## config.mk

```make
export PLATFORM = sky130hd
export DESIGN_NAME = scc_queue
export DESIGN_NICKNAME = d
export VERILOG_FILES = /design/src/rtl/strip_cluster_centroid_unit_macros.svh /design/src/rtl/scc_pkg.sv /design/src/rtl/scc_queue.sv
export SDC_FILE = /design/constraint.sdc
export NUM_CORES = 1
export LEC_CHECK = 0
export ABC_CLOCK_PERIOD_IN_PS = 3100
export BUFFER_PORTS_ARGS = -buffer_cell sky130_fd_sc_hd__buf_2
export CORE_MARGIN = 1.5
export CORE_UTILIZATION = 59
export CTS_BUF_LIST = sky130_fd_sc_hd__clkbuf_4
export CTS_CLUSTER_DIAMETER = 40
export DETAILED_ROUTE_END_ITERATION = 8
export HOLD_SLACK_MARGIN = 0.02
export MAX_ROUTING_LAYER = met4
export PLACE_DENSITY = 0.86
export SLEW_MARGIN = 15
export SYNTH_ARGS = -nofsm -noshare
export SYNTH_HDL_FRONTEND = slang
export SYNTH_SLANG_ARGS = --single-unit
```

## constraint.sdc

```tcl
create_clock -name aclk -period 3.1 [get_ports aclk]
set_input_delay 0.31 -clock aclk [delete_from_list [all_inputs] [get_ports aclk]]
set_output_delay 0.31 -clock aclk [all_outputs]
set_load 0.05 [all_outputs]
```

## src/rtl/strip_cluster_centroid_unit_macros.svh

```systemverilog
// Assertion macros shared by the strip cluster centroid RTL.
// Depends on nothing; included by the modules that carry assertions.
`ifndef STRIP_CLUSTER_CENTROID_UNIT_MACROS_SVH
`define STRIP_CLUSTER_CENTROID_UNIT_MACROS_SVH

// Same-cycle implication, disabled while reset is asserted.
`define SCC_ASSERT_IMP(label, clk, rstn, ante, cons, msg) \
    label: assert property (@(posedge clk) disable iff (!rstn) (ante) |-> (cons)) \
        else $error(msg);

// Next-cycle implication, disabled while reset is asserted.
`define SCC_ASSERT_NXT(label, clk, rstn, ante, cons, msg) \
    label: assert property (@(posedge clk) disable iff (!rstn) (ante) |=> (cons)) \
        else $error(msg);

`endif

```

## src/rtl/scc_pkg.sv

```systemverilog
// Types and constants shared by the strip cluster centroid modules.
// Depends on nothing.
package scc_pkg;

    // Configuration register indexes.
    localparam logic [1:0] CFG_STRIP_PITCH   = 2'd0;
    localparam logic [1:0] CFG_CENTRE_OFFSET = 2'd1;
    localparam logic [1:0] CFG_SIDE_STRIPS   = 2'd2;

    // Reset values of the configuration registers.
    localparam logic [15:0] PITCH_RESET  = 16'd12800;
    localparam logic [15:0] OFFSET_RESET = 16'd0;
    localparam logic [5:0]  SIDE_RESET   = 6'd10;

    // Fixed limits of the cluster finder.
    localparam int unsigned MAX_SIDE_STRIPS = 63;
    localparam int unsigned CHARGE_BITS     = 16;
    localparam logic [15:0] CHARGE_MASK = (CHARGE_BITS >= 16) ? 16'hFFFF :
        16'((32'd1 << CHARGE_BITS) - 32'd1);
    localparam logic [6:0]  IDX_MAX  = 7'd127;
    localparam logic [22:0] CSUM_MAX = 23'h7FFFFF;
    localparam logic [31:0] MSUM_MAX = 32'hFFFFFFFF;

    // Job queue between the front and back.
    localparam int unsigned QUEUE_DEPTH = 4;
    localparam int unsigned QPTR_BITS   = $clog2(QUEUE_DEPTH);

    // Configuration as seen by the arithmetic.
    typedef struct packed {
        logic [15:0] strip_pitch;
        logic [15:0] centre_offset;
        logic [5:0]  side_strips;
    } scc_cfg_t;

    // One job: an optional run close followed by an optional event summary.
    typedef struct packed {
        logic        do_close;
        logic [6:0]  run_start;
        logic [6:0]  run_end;
        logic [22:0] charge_sum;
        logic [31:0] moment_sum;
        logic        do_summary;
        logic        tracks_ok;
    } scc_job_t;

endpackage

```

## src/rtl/scc_queue.sv

```systemverilog
// Small job queue between the front end and the arithmetic back end.
// Depends on scc_pkg.
module scc_queue
    import scc_pkg::*;
(
    input  logic     aclk,
    input  logic     aresetn,
    input  logic     push,
    input  scc_job_t push_job,
    output logic     full,
    input  logic     pop,
    output logic     empty,
    output scc_job_t head_job
);

    scc_job_t             entry_reg [QUEUE_DEPTH];
    logic [QPTR_BITS-1:0] wr_ptr_reg;
    logic [QPTR_BITS-1:0] rd_ptr_reg;
    logic [QPTR_BITS:0]   count_reg;

    assign full     = count_reg == (QPTR_BITS + 1)'(QUEUE_DEPTH);
    assign empty    = count_reg == '0;
    assign head_job = entry_reg[rd_ptr_reg];

    // Entry storage.
    always_ff @(posedge aclk) begin
        if (push) begin
            entry_reg[wr_ptr_reg] <= push_job;
        end
    end

    // Pointers and fill count.
    always_ff @(posedge aclk) begin
        if (!aresetn) begin
            wr_ptr_reg <= '0;
            rd_ptr_reg <= '0;
            count_reg  <= '0;
        end else begin
            if (push) begin
                wr_ptr_reg <= wr_ptr_reg + 1'b1;
            end
            if (pop) begin
                rd_ptr_reg <= rd_ptr_reg + 1'b1;
            end
            if (push && !pop) begin
                count_reg <= count_reg + 1'b1;
            end else if (pop && !push) begin
                count_reg <= count_reg - 1'b1;
            end
        end
    end

endmodule

```

==> impl_metrics.tcl <==
set metrics [dict create \
    status "finished, final reports clean" \
    vias 5370 \
    grt_pass1_vias 6099 \
    syn-num-nets 501 \
    reg2reg_depth 3 \
    fp.dieH_um 139 \
    drt-initial-drc-count 280 \
    worst_hold_slack_ns 0.0899 \
    firstDrtPassIters 4 \
    coreArea_um2 18000 \
    hold_path.class "input port to register" \
    synth_area_per_cell_um2 26.0 \
    cap_viol_max_count 0 \
    hold_depth 3 \
    grt_usage_pct 22.1 \
    ys_types 22 \
    finalSetupTns_ns 0 \
    synth_flop_cell "edfxtp_1" \
    numCtsBuffers 71 \
    swShare_pct 26.2 \
    cts-root-buf "clkbuf_4" \
    nNetsFinal 788 \
    internal_power_mw 6.70 \
    endpoint_kind "output pin" \
    leakagePower_nw 4.75 \
    n_antenna_cell 0 \
    path_clk_slew_ns 0.06 \
    wl_um 19900 \
    power_frac_comb_pct 15.1 \
    worstMarginPinSlew_ns 0.608 \
    fin_crit_sh_pct 84.6 \
    powerDensity_nw_per_um2 671 \
    drcViolationCount 0 \
    worstSetupPathType "register to output pin" \
    power.share.clock_pct 33.4 \
    ys_seq_area_share_pct 80.9 \
    postCtsHoldBufs 73 \
    io_pins 150 \
    synth_edf_count 288 \
    path_max_fanout 72 \
    post-dp-hpwl_um 11200 \
    seq_power_share_pct 51.5 \
    cts_sinks 297 \
    worstSetupStartpointType "register" \
    ir_drop_v 0.000520 \
    routabilityCongestion 0.709 \
    ctsResizeCount 0 \
    area_growth_pct 23.9 \
    grt_overflow 0 \
    fmax_mhz 381 \
    die_x_um 139 \
    finalMaxSlewViolations 0 \
    cp.required_ns 2.79 \
    antenna_found_initial 0 \
    yosysWarnings 0 \
    drive_gt1_share_pct 45.2 \
    synthCells 419 \
    finalSetupViolCount 0 \
    dieArea_um2 19300 \
    clk_latency_ns 0.60 \
    skew_ns 0.0271 \
    largest_reg_flops 288 \
    cts_buffer_depth 3 \
    ant_nets 0 \
    cts_tree "done" \
    hold_viol 0 \
    async_reset_ff_share_pct 0 \
    wire_per_inst_um 20.2 \
    grt_setup_unrepaired "false" \
    critPathArrivalTime_ns 2.31 \
    htree_levels 3 \
    ys_ff_latch 297 \
    fill_cells 1036 \
    netlist_area_um2 10900 \
    max_slew_margin_pct 59.5 \
    post-route-util_pct 75.0 \
    via_per_inst 5.44 \
    grt_max_degree 73 \
    portBuffers 149 \
    period_minus_slack_ns 2.62 \
    post_cts_buffers 0 \
    p_sw_mw 2.37 \
    start_util_pct 60.5 \
    grt_pass1_wl_um 31400 \
    fp-row-count 49 \
]
[worst paths after layout]
| path | from | to | slack, ns |
|---|---|---|---|
| max | register | head_job[68] | 0.48 |
| min | pop | register | 0.09 |
| max reg2reg | wr_ptr_reg[0] | entry_reg[1][61] | 1.25 |
| min reg2reg | rd_ptr_reg[1] | register | 0.58 |
[cell type report]
cell class | count | area (um2) | share of cell area, %
flip-flops and latches | 297 | 8840 | 65.3
multi-input cells | 102 | 1890 | 14.0
repair buffers | 230 | 1600 | 11.8
clock buffers | 105 | 788 | 5.83
well taps | 229 | 287 | 2.12
clock inverters | 21 | 108 | 0.796
inverters | 4 | 15.0 | 0.111
[metal layers]
metal | wire length (um) | global-route usage, % | vias up | share of wire (%)
met3 | 1100 | 5.28 | 40 | 5.5
li1 | - | - | 2405 | -
met2 | 10500 | 37.2 | 192 | 53
met1 | 7830 | 25.8 | 2733 | 39
met4 | 493 | 8.99 | 0 | 2.5
met5 | 0 | - | - | 0
[placed cells by master (no fill, tap or decap), types with 2 or more instances in the layout]
| cell type | count |
|---|---|
| buf_12 | 5 |
| dlygate4sd3_1 | 73 |
| inv_1 | 4 |
| inv_2 | 2 |
| and2_1 | 5 |
| mux4_2 | 70 |
| edfxtp_1 | 288 |
| buf_2 | 149 |
| dfxtp_1 | 7 |
| mux2i_1 | 2 |
| xor2_1 | 3 |
| dfxtp_4 | 2 |
| clkbuf_4 | 105 |
| buf_4 | 3 |
| ha_1 | 5 |
| and2_4 | 4 |
| xnor2_1 | 2 |
| nor2b_1 | 2 |
| clkinv_2 | 2 |
| mux4_1 | 2 |
| clkinv_1 | 16 |
[power groups by stage]
| stage | logic [mW] | registers [mW] | clock network [mW] |
|---|---|---|---|
| final | 1.37 | 4.67 | 3.03 |
| after global routing | 1.43 | 4.69 | 3.33 |
| after CTS | 1.38 | 4.68 | 3.11 |
| after detailed placement | 1.30 | 4.76 | 0 |
| after global placement | 1.28 | 4.74 | 0 |
| after floorplan | 1.01 | 4.74 | 0 |
[stage by stage]
stage	worst slack [ns]	area, um2	power, mW	cells
after floorplan	0.437	10900	5.75	419
after global placement	1.05	11900	6.02	789
after detailed placement	1.05	11900	6.06	789
after CTS	0.363	13500	9.16	988
after global routing	0.308	13500	9.45	988
final	0.478	13500	9.07	988
[worst max-delay path, stage by stage (launching register included)]
cell and delay (ns):
dfxtp_4 0.35, buf_12 0.46, mux4_2 0.62, buf_2 0.24
[cells in the mapped netlist, types with 3 or more instances]
library cell  number  area, um2
buf_2              7       35.0
and2_1             9       56.3
mux4_2            70       1580
ha_1               5       62.6
dfxtp_1            9        180
xor2_1             3       26.3
edfxtp_1         288       8650
inv_1              4       15.0
buf_12             7        140
[cell families after synthesis]
kind of cell	synth area share (%)
fa+ha+maj	0.757
buf+inv	1.88
xor+xnor	0.401
compound gates	0.115
simple gates	0.837
mux	15.1
flops	80.9
(Power assumes the default switching activity.)
