==> config.mk <==
export PLATFORM = sky130hd
export DESIGN_NAME = scc_front
export DESIGN_NICKNAME = d
export VERILOG_FILES = /design/src/rtl/strip_cluster_centroid_unit_macros.svh /design/src/rtl/scc_pkg.sv /design/src/rtl/scc_front.sv
export SDC_FILE = /design/constraint.sdc
export NUM_CORES = 1
export LEC_CHECK = 0
export ABC_CLOCK_PERIOD_IN_PS = 8500
export BUFFER_PORTS_ARGS = -buffer_cell sky130_fd_sc_hd__buf_2
export CAP_MARGIN = 20
export CORE_MARGIN = 1.5
export CORE_UTILIZATION = 50
export DETAILED_ROUTE_END_ITERATION = 6
export PLACE_DENSITY = 0.79
export REMOVE_ABC_BUFFERS = 1
export SETUP_SLACK_MARGIN = 0.4
export SLEW_MARGIN = 20
export SYNTH_ARGS = -nofsm -noshare
export SYNTH_HDL_FRONTEND = slang
export SYNTH_SLANG_ARGS = --single-unit
==> constraint.sdc <==
create_clock -name aclk -period 8.5 [get_ports aclk]
set_input_delay 1.275 -clock aclk [delete_from_list [all_inputs] [get_ports aclk]]
set_output_delay 1.275 -clock aclk [all_outputs]
set_load 0.02 [all_outputs]
==> src/rtl/strip_cluster_centroid_unit_macros.svh <==
// Assertion macros shared by the strip cluster centroid RTL.
// Depends on nothing; included by the modules that carry assertions.
`ifndef STRIP_CLUSTER_CENTROID_UNIT_MACROS_SVH
`define STRIP_CLUSTER_CENTROID_UNIT_MACROS_SVH

// Same-cycle implication, disabled while reset is asserted.
`define SCC_ASSERT_IMP(label, clk, rstn, ante, cons, msg) \
    label: assert property (@(posedge clk) disable iff (!rstn) (ante) |-> (cons)) \
        else $error(msg);

// Next-cycle implication, disabled while reset is asserted.
`define SCC_ASSERT_NXT(label, clk, rstn, ante, cons, msg) \
    label: assert property (@(posedge clk) disable iff (!rstn) (ante) |=> (cons)) \
        else $error(msg);

`endif

==> src/rtl/scc_pkg.sv <==
// Types and constants shared by the strip cluster centroid modules.
// Depends on nothing.
package scc_pkg;

    // Configuration register indexes.
    localparam logic [1:0] CFG_STRIP_PITCH   = 2'd0;
    localparam logic [1:0] CFG_CENTRE_OFFSET = 2'd1;
    localparam logic [1:0] CFG_SIDE_STRIPS   = 2'd2;

    // Reset values of the configuration registers.
    localparam logic [15:0] PITCH_RESET  = 16'd12800;
    localparam logic [15:0] OFFSET_RESET = 16'd0;
    localparam logic [5:0]  SIDE_RESET   = 6'd10;

    // Fixed limits of the cluster finder.
    localparam int unsigned MAX_SIDE_STRIPS = 63;
    localparam int unsigned CHARGE_BITS     = 16;
    localparam logic [15:0] CHARGE_MASK = (CHARGE_BITS >= 16) ? 16'hFFFF :
        16'((32'd1 << CHARGE_BITS) - 32'd1);
    localparam logic [6:0]  IDX_MAX  = 7'd127;
    localparam logic [22:0] CSUM_MAX = 23'h7FFFFF;
    localparam logic [31:0] MSUM_MAX = 32'hFFFFFFFF;

    // Job queue between the front and back.
    localparam int unsigned QUEUE_DEPTH = 4;
    localparam int unsigned QPTR_BITS   = $clog2(QUEUE_DEPTH);

    // Configuration as seen by the arithmetic.
    typedef struct packed {
        logic [15:0] strip_pitch;
        logic [15:0] centre_offset;
        logic [5:0]  side_strips;
    } scc_cfg_t;

    // One job: an optional run close followed by an optional event summary.
    typedef struct packed {
        logic        do_close;
        logic [6:0]  run_start;
        logic [6:0]  run_end;
        logic [22:0] charge_sum;
        logic [31:0] moment_sum;
        logic        do_summary;
        logic        tracks_ok;
    } scc_job_t;

endpackage

==> src/rtl/scc_front.sv <==
// Front end: accepts strips, tracks open runs and queues close and summary jobs.
// Depends on scc_pkg.
module scc_front
    import scc_pkg::*;
(
    input  logic        aclk,
    input  logic        aresetn,
    input  logic        s_valid,
    output logic        s_ready,
    input  logic        s_strip_hit,
    input  logic [15:0] s_strip_charge,
    input  logic [7:0]  s_track_count,
    input  logic        s_last_strip,
    input  logic        q_full,
    output logic        q_push,
    output scc_job_t    q_job
);

    logic [6:0]  idx_reg;
    logic        in_run_reg;
    logic [6:0]  start_reg;
    logic [22:0] cs_reg;
    logic [31:0] ms_reg;

    logic        accept;
    logic [15:0] charge;
    logic [6:0]  start_new;
    logic [22:0] cs_new;
    logic [31:0] ms_new;
    logic [23:0] cs_add;
    logic [32:0] ms_add;
    logic [22:0] idx_charge;
    logic [6:0]  end_prev;
    logic        close_prev;
    logic        close_here;

    assign s_ready = !q_full;
    assign accept  = s_valid && s_ready;
    assign charge  = s_strip_charge & CHARGE_MASK;

    // Accumulate the run sums with saturation.
    always_comb begin
        idx_charge = 23'(idx_reg * charge);
        cs_add     = {1'b0, cs_reg} + 24'(charge);
        ms_add     = {1'b0, ms_reg} + 33'(idx_charge);
        if (!in_run_reg) begin
            start_new = idx_reg;
            cs_new    = 23'(charge);
            ms_new    = 32'(idx_charge);
        end else begin
            start_new = start_reg;
            cs_new    = cs_add[23] ? CSUM_MAX : cs_add[22:0];
            ms_new    = ms_add[32] ? MSUM_MAX : ms_add[31:0];
        end
    end

    // A miss closes the open run at the previous strip.
    always_comb begin
        end_prev = (idx_reg == 7'd0) ? 7'd0 : idx_reg - 7'd1;
        if (end_prev < start_reg) begin
            end_prev = start_reg;
        end
    end

    assign close_prev = !s_strip_hit && in_run_reg;
    assign close_here = s_strip_hit && s_last_strip;

    // Build the job for this strip.
    always_comb begin
        q_job.do_close   = close_prev || close_here;
        q_job.run_start  = close_here ? start_new : start_reg;
        q_job.run_end    = close_here ? idx_reg : end_prev;
        q_job.charge_sum = close_here ? cs_new : cs_reg;
        q_job.moment_sum = close_here ? ms_new : ms_reg;
        q_job.do_summary = s_last_strip;
        q_job.tracks_ok  = s_track_count < 8'd3;
    end

    assign q_push = accept && (close_prev || s_last_strip);

    // Event state; the last strip clears it.
    always_ff @(posedge aclk) begin
        if (!aresetn) begin
            idx_reg    <= '0;
            in_run_reg <= 1'b0;
            start_reg  <= '0;
            cs_reg     <= '0;
            ms_reg     <= '0;
        end else if (accept) begin
            if (s_last_strip) begin
                idx_reg    <= '0;
                in_run_reg <= 1'b0;
                start_reg  <= '0;
                cs_reg     <= '0;
                ms_reg     <= '0;
            end else begin
                idx_reg    <= (idx_reg >= IDX_MAX) ? IDX_MAX : idx_reg + 7'd1;
                in_run_reg <= s_strip_hit;
                if (s_strip_hit) begin
                    start_reg <= start_new;
                    cs_reg    <= cs_new;
                    ms_reg    <= ms_new;
                end
            end
        end
    end

endmodule

==> results of run 1 <==
## timing repair
item,CTS,global route
resized for setup,223,80
cloned,1,0
setup endpoints to repair,32,32
pin swaps,123,63
buffers inserted,33,20
## cell usage after synthesis (all sizes together), types with 29 or more instances
cell    count
nand2     173
o21ai     114
inv       102
nor2       93
ha         89
and2       84
a21oi      71
fa         71
dfxtp      70
clkbuf     58
nand3      40
and3       31
xnor2      30
a21o       29
nor3       29
## metal layers
metal / part of all wire (%) / wire length [um] / up-vias
met3: 9.6 / 3630 / 168
li1: - / - / 5220
met5: 0.034 / 13 / -
met4: 5.4 / 2030 / 2
met2: 48 / 17900 / 701
met1: 37 / 14100 / 5570
## cell families after synthesis
family,Yosys count
compound gates,390
buf+inv,176
xor+xnor,52
fa+ha+maj,160
mux,6
flops,70
simple gates,497
## power groups by stage
| stage | clock network (mW) | registers, mW | logic, mW |
|---|---|---|---|
| floorplan | 0 | 0.342 | 0.102 |
| detailed placement | 0 | 0.342 | 0.181 |
| global route | 0.458 | 0.335 | 0.231 |
| finish | 0.442 | 0.334 | 0.218 |
| CTS | 0.438 | 0.334 | 0.202 |
| global placement | 0 | 0.341 | 0.176 |
## worst reg2reg max path, delay by kind of cell (launching register included)
family          cells  cell delay (ns)
compound gates      8             1.92
fa+ha+maj           6             2.49
xor+xnor            1             0.16
simple gates        4             0.84
buf+inv             8             0.95
flops               1             0.84
## metrics by stage
stage	worst slack [ns]	area, sq um
after floorplan	-0.548	9850
after global placement	-0.335	11800
after detailed placement	-0.445	11800
after CTS	0.0495	13400
after global routing	-0.554	13900
final	-0.323	13900
## final cells by class
cell class                 instances  area, sq um  share of cell area (%)
antenna                            1         2.50                  0.0180
clock inverter                     7          103                   0.739
inverter                         102          383                    2.76
multi-input combinational       1105         9090                    65.5
sequential                        70         1400                    10.1
clock buffer                       9          225                    1.62
timing repair buffer             305         2340                    16.9
tap                              265          332                    2.39
## worst min-delay path by stage
stage,to
6_report,ms_reg[3]
3_3_place_gp,ms_reg[3]
2_1_floorplan,ms_reg[13]
4_1_cts,ms_reg[13]
5_1_grt,ms_reg[9]
3_5_place_dp,ms_reg[13]
==> impl_metrics.csv, run 1 <==
group,metric,value,unit
cells_and_area,areaGrowthSynthToFinish,36.6,%
cells_and_area,final_core_util,70.4,%
sta,fin_ws,-0.323,ns
clocking,htree_levels,3,
clocking,cts.sinks,70,
grt,grtUsageTotal,32.4,%
power,switchingPower,0.319,mW
floorplanning,start_util,51.5,%
setup_path,cpPeakStageDelay,0.55,ns
synthesis,ys_seq_area_share,13.8,%
synthesis,synth_flop_cell,"dfxtp_1",
synthesis,synth_edf_count,0,
sta,max-slew-margin-rel,29.2,%
clocking,path_clk_slew,0.06,ns
min_path,min_path_type,"flip-flop to flip-flop",
setup_path,crit_slowest_cell,"fa_1",
floorplanning,ios,104,
synthesis,ys_ff_latch,70,
grt,gr-max-usage-layer,"met2",
floorplanning,core-area,19700,sq um
power,swShare,32.0,%
sta,period_share,104,%
placement,port_buffers,103,
sta,setup-violations-final,32,
flow_run,maxCapViolCount,0,
clocking,cts_buffer_depth,2,
drt,first_pass_iters,5,
sta,finalSetupTns,-6.80,ns
power,seqPwrFrac,33.6,%
setup_path,startpoint_type,"input port",
power,p_total,0.995,mW
synthesis,yosys.area.top_type,"fa_1",
setup_path,rrSetupSlack,1.19,ns
setup_path,crit_buf_inv,8,
setup_path,cp.depth,27,
grt,grt_use_met3,6.93,%
sta,fmax,113,MHz
drt,drc_errors,0,
grt,grt_pass1_wl,55900,um
drt,avgViaCountPerCell,6.26,
grt,grt_max_degree,71,
clocking,root_buffer,"clkbuf_16",
grt,grt_use_met1,40.1,%
synthesis,yosys.area_share.adder,25.0,%
power,power_density,71.7,nW/um^2
floorplanning,dieWidth,146,um
cells_and_area,final_nets,1783,
cells_and_area,fillerInstances,1390,
min_path,hp-start,"ms_reg[3]",
sta,rsz0062_at_grt,"true",
grt,grt_remaining_overflow,0,
outcome,violations,"setup timing",
sta,drv_slew,0,
synthesis,synthDistinctLibCells,77,
synthesis,syn_area,10200,sq um
floorplanning,die_h,146,um
power,p_int,0.676,mW
synthesis,synth_top_family_by_area,"compound AO/OA/AOI/OAI gates",
cells_and_area,drive_gt1_share,31.9,%
drt,wire_per_inst,20.2,um
grt,grt_use_met2,53.0,%
clocking,cts-buffers-inserted,9,
setup_path,crit_fanout,4,
setup_path,required,7.22,ns
synthesis,synth_top_area_share,14.0,%
clocking,clock_latency,0.37,ns
cells_and_area,layout_common_cells,"buf_4, nand2_1, inv_1",
cells_and_area,finalNonFillerCells,1864,
cells_and_area,largest_reg_flops,32,
synthesis,synth_area_leaders,"fa_1, dfxtp_1, ha_1",
synthesis,synthCells,1351,
min_path,whs_path_depth,2,
setup_path,critical_path_class,"input port to output pin",
sta,worst_clock_skew,0.0124,ns
cells_and_area,final_common_cell,"buf_4",
sta,post-route-min-period,8.82,ns
setup_path,end_kind,"output pin",
synthesis,ys.warnings.count,0,
setup_path,r2r.worst_path.cells,27,
synthesis,yosys.area_share.simple,23.7,%
drt,num_vias,11700,
setup_path,startpoint,"s_strip_charge[7]",
grt,grt_pass1_vias,11200,
setup_path,crit_arrival,7.55,ns
synthesis,synthXorXnorAreaFrac,4.48,%
drt,drtIter0Drc,1214,
clocking,postCtsHoldBufs,0,
setup_path,cp-endpoint,"q_job[33]",
outcome,outcome,"complete, but fails checks",
floorplanning,fp-row-count,51,
clocking,cts_tree,"yes",
power,p_leak,6.52,nW
sta,fin_hold_ws,0.477,ns
power,clock_power_share,44.5,%
drt,drt-total-wl,37700,um
floorplanning,die_area,21200,sq um
setup_path,path_delay_family,"adder cells",
synthesis,synth_mux_area_share,0.653,%
placement,dp_cells,1793,
power,p_comb_share,21.9,%
setup_path,timing.rr.end,"ms_reg[31]",
placement,hpwl,23300,um
grt,antenna_found_initial,2,
power,peakVddDrop,0.0000966,V
drt,antenna_left,0,
sta,tightestPinTransition,1.06,ns
synthesis,async_flop_share,0,%
synthesis,synth.avg_cell_area,7.52,sq um
synthesis,synth_compound_area_share,25.5,%
sta,hold_violations,0,
setup_path,r2r-start,"idx_reg[3]",
placement,gp_congestion,0.937,
No activity file was read; power rests on OpenSTA's default activity.
==> run 2, diff against run 1 <==
--- a/config.mk
+++ b/config.mk
@@ -13,7 +13,7 @@
 export DETAILED_ROUTE_END_ITERATION = 6
 export PLACE_DENSITY = 0.79
 export REMOVE_ABC_BUFFERS = 1
-export SETUP_SLACK_MARGIN = 0.4
+export SETUP_SLACK_MARGIN = 0.05
 export SLEW_MARGIN = 20
 export SYNTH_ARGS = -nofsm -noshare
 export SYNTH_HDL_FRONTEND = slang
==> impl_metrics.csv, run 2 (synthesized netlist as in run 1, its figures left out) <==
group,metric,value,unit
clocking,path_clk_slew,0.06,ns
setup_path,critical_path_class,"input port to output pin",
clocking,postCtsHoldBufs,0,
cells_and_area,areaGrowthSynthToFinish,34.3,%
setup_path,required,7.22,ns
clocking,cts_buffer_depth,2,
sta,fin_ws,-0.285,ns
drt,num_vias,11500,
sta,tightestPinTransition,1.04,ns
sta,fmax,114,MHz
placement,dp_cells,1793,
grt,grtUsageTotal,31.9,%
grt,antenna_found_initial,0,
clocking,root_buffer,"clkbuf_16",
outcome,violations,"DRC, setup timing",
floorplanning,dieWidth,146,um
drt,avgViaCountPerCell,6.19,
floorplanning,die_h,146,um
drt,wire_per_inst,19.5,um
power,power_density,72.3,nW/um^2
setup_path,cpPeakStageDelay,0.55,ns
drt,highest_layer,"met4",
outcome,outcome,"complete, but fails checks",
placement,place_area,11800,sq um
power,p_leak,6.42,nW
sta,hold_violations,0,
drt,wl_met2,16800,um
grt,grt_max_degree,71,
cells_and_area,layout_common_cells,"buf_4, nand2_1, inv_1",
sta,max-slew-margin-rel,30.7,%
sta,worst_clock_skew,0.00829,ns
setup_path,crit_slowest_cell,"fa_1",
grt,grt_pass1_wl,55200,um
power,peakVddDrop,0.0000993,V
grt,grt_pass1_vias,11100,
cells_and_area,drive_gt1_share,30.6,%
drt,wl_met1,13900,um
sta,drv_slew,0,
clocking,cts_tree,"yes",
setup_path,end_kind,"output pin",
sta,finalSetupTns,-4.82,ns
floorplanning,ios,104,
floorplanning,core-area,19700,sq um
sta,post-route-min-period,8.78,ns
min_path,min_path_type,"flip-flop to flip-flop",
setup_path,crit_fanout,7,
placement,port_buffers,103,
drt,routed-wl-met3,3270,um
placement,place_ws,-0.445,ns
placement,gp_congestion,0.937,
flow_run,maxCapViolCount,0,
cells_and_area,final_area,13600,sq um
cells_and_area,largest_reg_flops,32,
placement,hpwl,23300,um
drt,antenna_left,0,
drt,drtIter0Drc,1232,
clocking,clock_latency,0.36,ns
sta,rsz0062_at_grt,"true",
cells_and_area,final_nets,1774,
cells_and_area,finalNonFillerCells,1855,
floorplanning,die_area,21200,sq um
drt,first_pass_iters,7,
setup_path,startpoint_type,"input port",
sta,period_share,103,%
drt,drt-total-wl,36100,um
sta,setup-violations-final,31,
floorplanning,start_util,51.5,%
grt,grt_remaining_overflow,0,
clocking,cts-buffers-inserted,9,
drt,drc_errors,2,
clocking,cts.sinks,70,
cells_and_area,final_common_cell,"buf_4",
floorplanning,fp-row-count,51,
clocking,htree_levels,3,
setup_path,crit_arrival,7.51,ns
==> run 2: cell types whose count changed in the layout (fill, tap and decap cells not counted), sizes merged <==
cell | before | now
buf | 305 | 296
==> run 2: area by class of cell <==
cell class	instances	area [sq um]
inverters	102	383
repair buffers	296	2190
well taps	265	332
clock buffers	9	225
multi-input cells	1105	9000
flip-flops and latches	70	1400
diodes	1	2.50
fillers	1432	6080
clock inverters	7	103
==> run 2: worst paths after layout <==
| check | cells past startpoint | startpoint | to | slack, ns |
|---|---|---|---|---|
| worst max register to register | 28 | idx_reg[2] | ms_reg[31] | 1.41 |
| worst min-delay path | 2 | ms_reg[13] | ms_reg[13] | 0.47 |
| worst min register to register | 2 | ms_reg[13] | ms_reg[13] | 0.47 |
| worst max-delay path | 29 | s_strip_charge[8] | q_job[6] | -0.28 |
==> run 2: what timing repair did <==
action                                  CTS  global route
setup buffers                            29            17
resized for setup                       171            93
pin swaps                               100            65
endpoints found under the setup margin   32            32
gates cloned                              1             0
endpoints found under the hold margin     0             0
==> run 2: metal layers <==
layer,vias up,GRT usage [%]
met3,176,5.55
met5,-,0
met2,651,52.6
li1,5197,-
met1,5460,40.4
met4,0,15.7
==> run 2: power breakdown <==
group / internal, mW / total, mW / switching, mW
Combinational: 0.0813 / 0.211 / 0.130
Clock: 0.261 / 0.441 / 0.180
Sequential: 0.330 / 0.334 / 0.00394
Total: 0.673 / 0.986 / 0.314
==> run 2: critical path, delay by kind of cell <==
kind | cells | cell delay, ns
AO/OA/AOI/OAI | 6 | 1.41
XOR/XNOR | 1 | 0.18
adder cells (fa/ha/maj) | 6 | 2.49
buffers and inverters | 9 | 0.95
multiplexers | 1 | 0.18
AND/OR/NAND/NOR | 6 | 0.99
==> run 2: metrics by stage <==
stage | utilization, % | power, mW | hold WS [ns]
after global placement | 60.0 | 0.518 | 0.459
final | 69.2 | 0.986 | 0.473
after detailed placement | 60.0 | 0.522 | 0.467
after floorplan | - | 0.444 | 0.447
after CTS | 66.8 | 0.970 | 0.476
after global routing | 69.2 | 1.01 | 0.502
